File: config.mk
export PLATFORM = sky130hd
export DESIGN_NAME = turtle_grid_plotter_top
export DESIGN_NICKNAME = d
export VERILOG_FILES = /design/src/rtl/tgp_pkg.sv /design/src/rtl/tgp_ctrl.sv /design/src/rtl/tgp_datapath.sv /design/src/rtl/turtle_grid_plotter_top.sv
export SDC_FILE = /design/constraint.sdc
export NUM_CORES = 2
export LEC_CHECK = 0
export BUFFER_PORTS_ARGS = -buffer_cell sky130_fd_sc_hd__buf_2
export CAP_MARGIN = 10
export CORE_ASPECT_RATIO = 1.75
export CORE_MARGIN = 5
export CORE_UTILIZATION = 45
export DETAILED_ROUTE_END_ITERATION = 8
export GPL_ROUTABILITY_DRIVEN = 1
export SETUP_SLACK_MARGIN = 0.5
export SYNTH_ARGS = -nofsm -noshare
export SYNTH_HDL_FRONTEND = slang
export SYNTH_SLANG_ARGS = --single-unit
File: constraint.sdc
create_clock -name i_clk -period 4.5 [get_ports i_clk]
set_input_delay 0.9 -clock i_clk [delete_from_list [all_inputs] [get_ports i_clk]]
set_output_delay 0.9 -clock i_clk [all_outputs]
set_load 0.05 [all_outputs]
File: src/rtl/tgp_pkg.sv
// Package for the turtle grid plotter: grid size, derived widths,
// command and status codes, and the controller-to-datapath command bundle.
// No dependencies.
`default_nettype none

package tgp_pkg;

    // Grid size; the store holds at most 32 rows of at most 64 columns
    localparam int GRID_ROWS = 32;
    localparam int GRID_COLS = 64;

    localparam int ROWS_USED = (GRID_ROWS > 32) ? 32 : GRID_ROWS;
    localparam int COLS_USED = (GRID_COLS > 64) ? 64 : GRID_COLS;

    // Internal position widths
    localparam int RW = $clog2(ROWS_USED);
    localparam int CW = $clog2(COLS_USED);

    // Port widths fixed by the result format
    localparam int OP_W     = 3;
    localparam int DIST_W   = 8;
    localparam int STATUS_W = 2;
    localparam int ROW_OW   = 5;
    localparam int COL_OW   = 6;
    localparam int HEAD_W   = 2;
    localparam int BITS_OW  = 64;

    // Command codes
    localparam logic [OP_W-1:0] OP_PEN_UP  = 3'd0;
    localparam logic [OP_W-1:0] OP_PEN_DN  = 3'd1;
    localparam logic [OP_W-1:0] OP_RIGHT   = 3'd2;
    localparam logic [OP_W-1:0] OP_LEFT    = 3'd3;
    localparam logic [OP_W-1:0] OP_MOVE    = 3'd4;
    localparam logic [OP_W-1:0] OP_DISPLAY = 3'd5;
    localparam logic [OP_W-1:0] OP_END     = 3'd6;

    // Result status codes
    localparam logic [STATUS_W-1:0] ST_OK      = 2'd0;
    localparam logic [STATUS_W-1:0] ST_INVALID = 2'd1;
    localparam logic [STATUS_W-1:0] ST_HALTED  = 2'd2;

    // Headings
    localparam logic [HEAD_W-1:0] HD_NORTH = 2'd0;
    localparam logic [HEAD_W-1:0] HD_EAST  = 2'd1;
    localparam logic [HEAD_W-1:0] HD_SOUTH = 2'd2;
    localparam logic [HEAD_W-1:0] HD_WEST  = 2'd3;

    // Controller commands to the datapath
    typedef struct packed {
        logic                pen_up;
        logic                pen_dn;
        logic                turn_r;
        logic                turn_l;
        logic                mem_rd;    // read grid row
        logic                rd_disp;   // read address from disp_idx, else turtle row
        logic                step;      // mark (if pen down) and advance one cell, stopping at the grid edge
        logic                emit;      // present a result next cycle
        logic                disp;      // result carries a grid row
        logic                last;
        logic [STATUS_W-1:0] status;
        logic [RW-1:0]       disp_idx;
    } t_dp_cmd;

endpackage

`default_nettype wire

File: src/rtl/tgp_ctrl.sv
// Controller state machine for the turtle grid plotter: decodes commands,
// sequences move steps and display rows, keeps the halt flag.
// Depends on tgp_pkg.
`default_nettype none

module tgp_ctrl
    import tgp_pkg::*;
(
    input  wire logic              i_clk,
    input  wire logic              i_rst_n,
    input  wire logic              start,
    output logic                   busy,
    input  wire logic [OP_W-1:0]   i_op,
    input  wire logic [DIST_W-1:0] i_distance,
    output t_dp_cmd                o_cmd
);

    localparam logic [1:0] S_IDLE  = 2'd0;
    localparam logic [1:0] S_MV_RD = 2'd1;
    localparam logic [1:0] S_MV_WR = 2'd2;
    localparam logic [1:0] S_DISP  = 2'd3;

    localparam logic [RW-1:0]     LAST_ROW = RW'(ROWS_USED - 1);
    localparam logic [DIST_W-1:0] ONE_STEP = DIST_W'(1);

    logic [1:0]        r_state, n_state;
    logic [DIST_W-1:0] r_cnt, n_cnt;
    logic [RW-1:0]     r_didx, n_didx;
    logic              r_halted, n_halted;

    assign busy = (r_state != S_IDLE);

    // Next state and command decode
    always_comb begin
        n_state  = r_state;
        n_cnt    = r_cnt;
        n_didx   = r_didx;
        n_halted = r_halted;
        o_cmd    = '0;
        o_cmd.last   = 1'b1;
        o_cmd.status = ST_OK;
        case (r_state)
            S_IDLE: begin
                if (start) begin
                    if (r_halted) begin
                        o_cmd.emit   = 1'b1;
                        o_cmd.status = ST_HALTED;
                    end else begin
                        case (i_op)
                            OP_PEN_UP: begin
                                o_cmd.pen_up = 1'b1;
                                o_cmd.emit   = 1'b1;
                            end
                            OP_PEN_DN: begin
                                o_cmd.pen_dn = 1'b1;
                                o_cmd.emit   = 1'b1;
                            end
                            OP_RIGHT: begin
                                o_cmd.turn_r = 1'b1;
                                o_cmd.emit   = 1'b1;
                            end
                            OP_LEFT: begin
                                o_cmd.turn_l = 1'b1;
                                o_cmd.emit   = 1'b1;
                            end
                            OP_MOVE: begin
                                if (i_distance == '0) begin
                                    o_cmd.emit = 1'b1;
                                end else begin
                                    n_cnt   = i_distance;
                                    n_state = S_MV_RD;
                                end
                            end
                            OP_DISPLAY: begin
                                n_didx  = '0;
                                n_state = S_DISP;
                            end
                            OP_END: begin
                                n_halted   = 1'b1;
                                o_cmd.emit = 1'b1;
                            end
                            default: begin
                                n_halted     = 1'b1;
                                o_cmd.emit   = 1'b1;
                                o_cmd.status = ST_INVALID;
                            end
                        endcase
                    end
                end
            end
            // fetch the turtle's current row
            S_MV_RD: begin
                o_cmd.mem_rd = 1'b1;
                n_state      = S_MV_WR;
            end
            // mark and advance
            S_MV_WR: begin
                o_cmd.step = 1'b1;
                n_cnt      = r_cnt - ONE_STEP;
                if (r_cnt == ONE_STEP) begin
                    o_cmd.emit = 1'b1;
                    n_state    = S_IDLE;
                end else begin
                    n_state = S_MV_RD;
                end
            end
            // one row read and one result per cycle
            S_DISP: begin
                o_cmd.mem_rd   = 1'b1;
                o_cmd.rd_disp  = 1'b1;
                o_cmd.disp_idx = r_didx;
                o_cmd.emit     = 1'b1;
                o_cmd.disp     = 1'b1;
                if (r_didx == LAST_ROW) begin
                    n_state = S_IDLE;
                end else begin
                    o_cmd.last = 1'b0;
                    n_didx     = r_didx + RW'(1);
                end
            end
            default: begin
                n_state = S_IDLE;
            end
        endcase
    end

    // Control registers
    always_ff @(posedge i_clk) begin
        if (!i_rst_n) begin
            r_state  <= S_IDLE;
            r_halted <= 1'b0;
            r_cnt    <= '0;
            r_didx   <= '0;
        end else begin
            r_state  <= n_state;
            r_halted <= n_halted;
            r_cnt    <= n_cnt;
            r_didx   <= n_didx;
        end
    end

endmodule

`default_nettype wire

File: src/rtl/tgp_datapath.sv
// Datapath for the turtle grid plotter: pen, heading, position, the grid
// mark memory with per-row valid bits, and the result registers.
// Depends on tgp_pkg.
`default_nettype none

module tgp_datapath
    import tgp_pkg::*;
(
    input  wire logic                 i_clk,
    input  wire logic                 i_rst_n,
    input  wire t_dp_cmd              i_cmd,
    output logic                      o_result_valid,
    output logic [STATUS_W-1:0]       o_status,
    output logic [ROW_OW-1:0]         o_row_now,
    output logic [COL_OW-1:0]         o_col_now,
    output logic [HEAD_W-1:0]         o_heading_now,
    output logic                      o_pen_now,
    output logic [ROW_OW-1:0]         o_row_index,
    output logic [BITS_OW-1:0]        o_row_bits,
    output logic                      o_last
);

    localparam logic [RW-1:0] ROW_MAX = RW'(ROWS_USED - 1);
    localparam logic [CW-1:0] COL_MAX = CW'(COLS_USED - 1);

    // Turtle state
    logic              r_pen, n_pen;
    logic [HEAD_W-1:0] r_head, n_head;
    logic [RW-1:0]     r_row, n_row;
    logic [CW-1:0]     r_col, n_col;

    // Grid store
    logic [COLS_USED-1:0] mem [ROWS_USED];
    logic [ROWS_USED-1:0] r_row_vld;
    logic [COLS_USED-1:0] r_rd_data;
    logic                 r_rd_vld;
    logic [RW-1:0]        rd_addr;
    logic [COLS_USED-1:0] rd_eff;
    logic [COLS_USED-1:0] mark_row;

    // Result registers
    logic                r_out_valid;
    logic [STATUS_W-1:0] r_out_status;
    logic                r_out_disp;
    logic [RW-1:0]       r_out_idx;
    logic                r_out_last;

    // Pen, heading and position updates
    always_comb begin
        n_pen  = r_pen;
        n_head = r_head;
        n_row  = r_row;
        n_col  = r_col;
        if (i_cmd.pen_up) n_pen = 1'b0;
        if (i_cmd.pen_dn) n_pen = 1'b1;
        if (i_cmd.turn_r) n_head = r_head + HEAD_W'(1);
        if (i_cmd.turn_l) n_head = r_head - HEAD_W'(1);
        if (i_cmd.step) begin
            case (r_head)
                HD_NORTH: if (r_row != '0)      n_row = r_row - RW'(1);
                HD_EAST:  if (r_col != COL_MAX) n_col = r_col + CW'(1);
                HD_SOUTH: if (r_row != ROW_MAX) n_row = r_row + RW'(1);
                default:  if (r_col != '0)      n_col = r_col - CW'(1);
            endcase
        end
    end

    always_ff @(posedge i_clk) begin
        if (!i_rst_n) begin
            r_pen  <= 1'b0;
            r_head <= HD_SOUTH;
            r_row  <= '0;
            r_col  <= '0;
        end else begin
            r_pen  <= n_pen;
            r_head <= n_head;
            r_row  <= n_row;
            r_col  <= n_col;
        end
    end

    // Row read: a row never written reads as zero
    assign rd_addr  = i_cmd.rd_disp ? i_cmd.disp_idx : r_row;
    assign rd_eff   = r_rd_vld ? r_rd_data : '0;
    assign mark_row = rd_eff | (COLS_USED'(1) << r_col);

    always_ff @(posedge i_clk) begin
        if (i_cmd.mem_rd) begin
            r_rd_data <= mem[rd_addr];
        end
    end

    always_ff @(posedge i_clk) begin
        if (!i_rst_n) begin
            r_rd_vld <= 1'b0;
        end else if (i_cmd.mem_rd) begin
            r_rd_vld <= r_row_vld[rd_addr];
        end
    end

    // Mark write-back at the step cycle
    always_ff @(posedge i_clk) begin
        if (i_cmd.step && r_pen) begin
            mem[r_row] <= mark_row;
        end
    end

    always_ff @(posedge i_clk) begin
        if (!i_rst_n) begin
            r_row_vld <= '0;
        end else if (i_cmd.step && r_pen) begin
            r_row_vld[r_row] <= 1'b1;
        end
    end

    // Result registers, one-cycle strobe
    always_ff @(posedge i_clk) begin
        if (!i_rst_n) begin
            r_out_valid <= 1'b0;
        end else begin
            r_out_valid <= i_cmd.emit;
        end
    end

    always_ff @(posedge i_clk) begin
        if (i_cmd.emit) begin
            r_out_status <= i_cmd.status;
            r_out_disp   <= i_cmd.disp;
            r_out_idx    <= i_cmd.disp ? i_cmd.disp_idx : '0;
            r_out_last   <= i_cmd.last;
        end
    end

    assign o_result_valid = r_out_valid;
    assign o_status       = r_out_status;
    assign o_row_now      = ROW_OW'(r_row);
    assign o_col_now      = COL_OW'(r_col);
    assign o_heading_now  = r_head;
    assign o_pen_now      = r_pen;
    assign o_row_index    = ROW_OW'(r_out_idx);
    assign o_row_bits     = r_out_disp ? BITS_OW'(rd_eff) : '0;
    assign o_last         = r_out_last;

endmodule

`default_nettype wire

File: src/rtl/turtle_grid_plotter_top.sv
// Top level of the turtle grid plotter: controller plus datapath.
// Depends on tgp_pkg, tgp_ctrl, tgp_datapath.
//
//  Channel   | Ports                                   | Handshake
//  ----------+-----------------------------------------+-------------------------------
//  command   | i_op, i_distance                        | start high while busy low
//  result    | o_status .. o_last                      | o_result_valid, one cycle each
//
// Pen, turn, end, invalid and halted commands: result strobe in the cycle after
// acceptance; busy stays low, so a command may follow every cycle.
// Move: each unit step is a grid row read, then a mark write-back on the single
// memory port; result in the cycle after the final step.
// Display: one row read and one result per cycle, 32 rows.
// Reset clears the grid through per-row valid bits at once; no clearing pass.
// The receiver cannot stall; results are never held back.
`default_nettype none

module turtle_grid_plotter_top
    import tgp_pkg::*;
(
    input  wire logic                 i_clk,
    input  wire logic                 i_rst_n,
    input  wire logic                 start,
    output logic                      busy,
    input  wire logic [OP_W-1:0]      i_op,
    input  wire logic [DIST_W-1:0]    i_distance,
    output logic                      o_result_valid,
    output logic [STATUS_W-1:0]       o_status,
    output logic [ROW_OW-1:0]         o_row_now,
    output logic [COL_OW-1:0]         o_col_now,
    output logic [HEAD_W-1:0]         o_heading_now,
    output logic                      o_pen_now,
    output logic [ROW_OW-1:0]         o_row_index,
    output logic [BITS_OW-1:0]        o_row_bits,
    output logic                      o_last
);

    t_dp_cmd cmd;

    // Command sequencing
    tgp_ctrl u_ctrl (
        .i_clk      (i_clk),
        .i_rst_n    (i_rst_n),
        .start      (start),
        .busy       (busy),
        .i_op       (i_op),
        .i_distance (i_distance),
        .o_cmd      (cmd)
    );

    // Turtle state, grid and results
    tgp_datapath u_dp (
        .i_clk          (i_clk),
        .i_rst_n        (i_rst_n),
        .i_cmd          (cmd),
        .o_result_valid (o_result_valid),
        .o_status       (o_status),
        .o_row_now      (o_row_now),
        .o_col_now      (o_col_now),
        .o_heading_now  (o_heading_now),
        .o_pen_now      (o_pen_now),
        .o_row_index    (o_row_index),
        .o_row_bits     (o_row_bits),
        .o_last         (o_last)
    );

endmodule

`default_nettype wire
Word-level counts from Yosys, hierarchy flattened
Memory sizes are Yosys's and may differ from the RTL's. A register that Yosys moved wholly into a read port is not among the register bits.
Cells that the tools add are included.
{"block": "totals", "latch_bits": 0, "output_inout_bits": 88, "register_bits": 73, "in_bits": 14, "romBits": 0, "wordCells": 146, "ram_bits": 2048, "n_memories": 1}
{"name": "u_dp.mem", "depth": 32, "width": 64, "read_ports": 1, "rd_ports_with_merged_regs": 1, "wr": 1, "line": "tgp_datapath.sv:33", "text": "logic [COLS_USED-1:0] mem [ROWS_USED];"}
{"block": "op_classes", "n_eq_ne": 27, "n_mul": 0, "n_bitwise": 5, "n_shift": 1, "n_addsub": 8, "magnitude_cmp": 3, "div": 0, "reduce_logical": 26, "mux": 59}
{"operator": "$mux W64", "n": 2}
{"operator": "$or A64 B64 Y64", "n": 1}
{"operator": "$shl A1 B6 Y64 const A", "n": 1}
{"operator": "$mux W5", "n": 8}
{"operator": "$mux W8", "n": 4}
{"operator": "$or A32 B32 Y32", "n": 1}
{"operator": "$mux W1", "n": 22}
{"operator": "$pmux W5 S2", "n": 2}
{"operator": "$mux W2", "n": 8}
{"operator": "$pmux W8 S2", "n": 1}
{"operator": "$reduce_and A5 Y1", "n": 3}
{"operator": "$reduce_bool A2 Y1", "n": 7}
{"operator": "$lt A5 B6 Y1 const B", "n": 2}
{"operator": "$mux W4", "n": 3}
{"operator": "$mux W6", "n": 2}
{"operator": "$ne A2 B2 Y1 const B", "n": 6}
{"operator": "$pmux W6 S2", "n": 1}
{"operator": "$add A5 B1 Y5 const B", "n": 2}
{"operator": "$eq A3 B3 Y1 const B", "n": 3}
{"operator": "$eq A8 B1 Y1 const B", "n": 1}
{"operator": "$logic_not A8 Y1", "n": 1}
{"operator": "$ne A2 B1 Y1 const B", "n": 4}
{"operator": "$pmux W2 S4", "n": 1}
{"operator": "$reduce_and A4 Y1", "n": 2}
{"operator": "other kinds (31)", "n": 41}

Depth between registers and ports, before layout
{"block": "logic_depth", "depth_word": 7, "depth_mapped": 12, "mapped_depth_nobuf": 10}

Modules after synthesis
A second synthesis with hierarchy kept.
{"block": "hier_totals", "cells_unflattened": 6421, "hier_area_um2": 93258.2}
{"mod": "tgp_datapath", "area_per_inst_um2": 92183.4, "instances": 1, "seq_area_each_um2": 64652.0, "cells_each": 6277}
{"mod": "tgp_ctrl", "area_per_inst_um2": 1074.8, "instances": 1, "seq_area_each_um2": 320.3, "cells_each": 144}

Least setup slack after synthesis
Ideal clock, no wire load.
{"block": "synth_path", "path_kind": "register -> register", "from": "register u_ctrl.r_state[1]", "to": "memory u_dp.mem[17][0] (netlist name) (enable)", "required_ns": 4.012, "path_buffers": 3, "arrival_ns": 4.193, "path_slack_ns": -0.181, "setup_ns": 0.488, "path_stages_with_launch": 7, "cell_sequence": "dfxtp_1 > buf_4 > buf_2 > nor2b_1 > clkbuf_1 > nand4_1 > nor2_1"}
{"block": "synth_via", "elab_chain_len": 5}
{"element": "start: declaration", "line": "tgp_ctrl.sv:26", "text": "logic [1:0] r_state, n_state;"}
{"element": "start signal: assignment", "line": "tgp_ctrl.sv:135", "text": "r_state <= n_state;"}
{"element": "$eq A2 B2 Y1", "line": "tgp_ctrl.sv:42", "text": "case (r_state)"}
{"element": "$mux W1", "line": "tgp_ctrl.sv:42"}
{"element": "$logic_and A1 B1 Y1", "line": "tgp_datapath.sv:103", "text": "if (i_cmd.step && r_pen) begin"}
{"element": "$mux W1", "line": "tgp_datapath.sv:103"}
{"element": "$mux W1 (implied by the code)", "line": "tgp_datapath.sv:104", "text": "mem[r_row] <= mark_row;"}
{"element": "end: declaration", "line": "tgp_datapath.sv:33"}
No other way between the ends.

Final worst setup path
{"block": "layout_path", "from": "register u_ctrl.r_state[0]", "to": "register u_dp.r_rd_data[48] (read register of u_dp.mem) (data pin)"}
{"block": "layout_via", "elab_chain_len": 3}
{"element": "$eq A2 B2 Y1 or $eq A2 B1 Y1 (tied branches)", "line": "tgp_ctrl.sv:42"}
{"element": "$mux W5, or another cell as far along", "line": "tgp_ctrl.sv:42"}
{"element": "$mux W5 or $mux W1 (tied branches)", "line": "tgp_datapath.sv:83, tgp_ctrl.sv:42"}
{"element": "end: declaration", "line": "tgp_datapath.sv:35", "text": "logic [COLS_USED-1:0] r_rd_data;"}
Several ways; a longest one is shown, not always the timed one.
A chain may end at the register's enable or synchronous reset.

==> flow_metrics.tcl <==
set metrics [dict create \
    cp.required_ns 5.06 \
    cp-end-kind "register" \
    arrival_ns 4.26 \
    skew_ns 0.0633 \
    first_pass_iters 6 \
    yosys_most_used_dff "edfxtp_1" \
    slowest_stage "a211oi_1" \
    crit_buf_inv 2 \
    yosys_register_bits 2185 \
    syn_inst 5081 \
    vias_per_cell 6.29 \
    first_global_vias 49648 \
    status "completed" \
    start_kind "register" \
    drc 0 \
    hold_viol_final 0 \
    clock_latency_ns 0.84 \
    layout_min_cycle_time_ns 3.71 \
    grt.total_usage 0.253 \
    grt_setup_unrepaired "false" \
    cp_cell_sequence "buf_4, and3_1, a21o_2, buf_12, mux4_2, a211oi_1, a22oi_1" \
    layout-drive-gt1-share 0.159 \
    ir_drop_v 0.000309 \
    core_area_mm2 0.189 \
    async_reset_ff_frac 0 \
    ys_seq_area_frac 0.759 \
    critPathKind "reg -> reg" \
    postRouteAntennaNets 0 \
    yosysWarnings 0 \
    cts_buffers 194 \
    cts_tree "yes" \
    grt_max_degree 119 \
    num_rows 211 \
    clk_pin_slew_worst_paths_ns 0.07 \
    hold_class "in -> reg" \
    initial_core_util 0.453 \
    max_freq_mhz 270 \
    worstMarginPinSlew_ns 1.33 \
    drt-total-wl_um 259000 \
    synth_nets 5111 \
    fp.dieH_um 587 \
    place_ws_ns 0.887 \
    post_cts_buffers 0 \
    timing.final.crit_share 0.824 \
    grt-ovfl-total 0 \
    dp_hpwl_um 142000 \
    cts_root_buffer "clkbuf_16" \
    clkSinkCount 2185 \
    nets 5328 \
    wl_per_cell_um 32.8 \
    fp.dieArea_mm2 0.199 \
    yosys.cell_types.count 73 \
    antenna_found_initial 17 \
    worst_slack_ns 0.794 \
    whs_ns 0.425 \
    drv_cap 0 \
    setup_violations 0 \
    chipWidth_um 340 \
    grt_pass1_wl_um 364000 \
    drt_iter0_drc 5782 \
    dr_total_vias 49644 \
    syn_avg_cell_area_um2 16.8 \
    clock_path_buffers 4 \
    cp_max_fo 24 \
    pwr_density_cell_mw_per_mm2 406 \
    io_pins 102 \
    maxSlewViolCount 0 \
    htree_levels 4 \
    cpLargestDelayFamily "compound AO/OA/AOI/OAI gates" \
    synthesis.area_mm2 0.0856 \
    synth_edf_count 2121 \
    postCtsResizedCells 0 \
    place_congestion 0.854 \
    syn2layout_area_growth_pct 12.7 \
    slowest_delay_ns 0.58 \
    power.total_w 0.0391 \
    cellLeakagePower_nw 32.8 \
    ctsHoldBuffers 0 \
    slew_headroom 0.112 \
    fin_util 0.510 \
    placement.io_buffers 101 \
]
## flip-flops by register name, summed over array words and instances, names as in the netlist
register	cells
u_dp.mem	2048
u_dp.r_rd_data	64
u_dp.r_row_vld	32
u_ctrl.r_cnt	8
u_dp.o_col_now	6
u_ctrl.r_didx	5
u_dp.o_row_index	5
u_dp.o_row_now	5
u_ctrl.r_state	2
u_dp.o_heading_now	2
u_dp.o_status	2
u_ctrl.r_halted	1
u_dp.o_last	1
u_dp.o_pen_now	1
u_dp.o_result_valid	1
u_dp.r_out_disp	1
u_dp.r_rd_vld	1
## synth_stat cells (33+ instances only)
cell / instances / area share
buf_2: 70 / 0.0041
a22oi_1: 43 / 0.0038
a21oi_1: 199 / 0.012
and2_1: 63 / 0.0046
nand2_1: 760 / 0.033
o21ai_0: 86 / 0.0050
buf_4: 53 / 0.0047
mux2i_1: 309 / 0.036
dfxtp_1: 64 / 0.015
clkbuf_1: 169 / 0.0074
mux4_2: 168 / 0.044
and3_1: 147 / 0.011
a31oi_1: 74 / 0.0054
o21a_1: 33 / 0.0029
nor4_1: 36 / 0.0026
nor2_1: 56 / 0.0025
edfxtp_1: 2121 / 0.74
a211oi_1: 115 / 0.010
a32oi_1: 249 / 0.025
## worst paths after layout
check	from	to	slack, ns	cells after the start
worst max register to register	u_ctrl.r_state[0]	u_dp.r_rd_data[48]	0.79	7
worst min register to register	u_dp.r_row_vld[27]	u_dp.r_row_vld[27]	0.47	1
worst min-delay path	start	u_ctrl.r_halted	0.43	3
worst max-delay path	u_ctrl.r_state[0]	u_dp.r_rd_data[48]	0.79	7
## cells by family (layout without fill, tap and decap cells)
logic type	count (synthesis)	count (layout)	share of synthesized area
fa+ha+maj	16	16	0.00252
simple gates	1162	1162	0.0629
mux	480	480	0.0808
xor+xnor	10	10	0.00102
compound gates	878	878	0.0723
buf+inv	350	707	0.0212
other cells	0	10	0
flops	2185	2185	0.759
## layout make-up
| cell class | instances | area, µm² |
|---|---|---|
| flip-flops and latches | 2185 | 65000 |
| clock buffers | 256 | 5170 |
| diodes | 10 | 25.0 |
| repair buffers | 343 | 3220 |
| well taps | 2449 | 3060 |
| multi-input cells | 2546 | 19300 |
| fillers | 15341 | 92600 |
| inverters | 28 | 108 |
| clock inverters | 80 | 578 |
## worst register-to-register path: stages, from the launching register on
cell	delay, ns
dfxtp_4	0.55
buf_4	0.53
and3_1	0.32
a21o_2	0.57
buf_12	0.29
mux4_2	0.39
a211oi_1	0.58
a22oi_1	0.19
## per-layer routing
metal  GRT usage  up-vias  part of all wire
met2       0.439     2396              0.51
met4       0.110       12             0.050
met3      0.0385      662             0.076
met5           0        -           0.00034
li1            -    20615                 -
met1       0.315    25959              0.37
## cell usage in the layout, fill, tap and decap left out, types with 9 or more instances in the layout
cell / netlist / final
nor2_4: 1 / 39
nor2b_1: 16 / 16
nor4_1: 36 / 36
clkinv_1: 1 / 43
a32oi_1: 249 / 249
xnor2_1: 9 / 9
clkbuf_16: 0 / 197
diode_2: 0 / 10
o21ai_1: 1 / 47
dfxtp_1: 64 / 62
buf_12: 0 / 72
buf_4: 53 / 170
nor4_2: 20 / 20
clkbuf_1: 169 / 57
o21ai_0: 86 / 23
a21oi_1: 199 / 195
a22oi_1: 43 / 43
mux4_2: 168 / 168
buf_2: 70 / 101
nand3_1: 20 / 19
a31oi_1: 74 / 72
o21ai_2: 0 / 17
o21a_1: 33 / 33
inv_1: 25 / 25
and3_1: 147 / 147
nor2_1: 56 / 22
edfxtp_1: 2121 / 2121
mux2i_1: 309 / 308
ha_1: 14 / 14
clkinv_2: 0 / 22
a211oi_1: 115 / 115
o22ai_1: 18 / 18
a211oi_2: 9 / 9
and2_1: 63 / 63
nand2_1: 760 / 758
o221ai_1: 9 / 9
## report_power, final
| group | switching, W | internal [W] |
|---|---|---|
| Sequential | 0.0000700 | 0.0222 |
| Combinational | 0.000811 | 0.000378 |
| Clock | 0.00719 | 0.00851 |
| Total | 0.00807 | 0.0311 |
## stage by stage
| step | instances | TNS (ns) | instance area (µm²) |
|---|---|---|---|
| CTS | 7887 | 0 | 96400 |
| finish | 7897 | 0 | 96400 |
| global placement | 7551 | 0 | 90700 |
| global route | 7889 | 0 | 96400 |
| detailed placement | 7551 | 0 | 90700 |
| floorplan | 5081 | -346.54 | 85600 |
(Power assumes the default switching activity.)
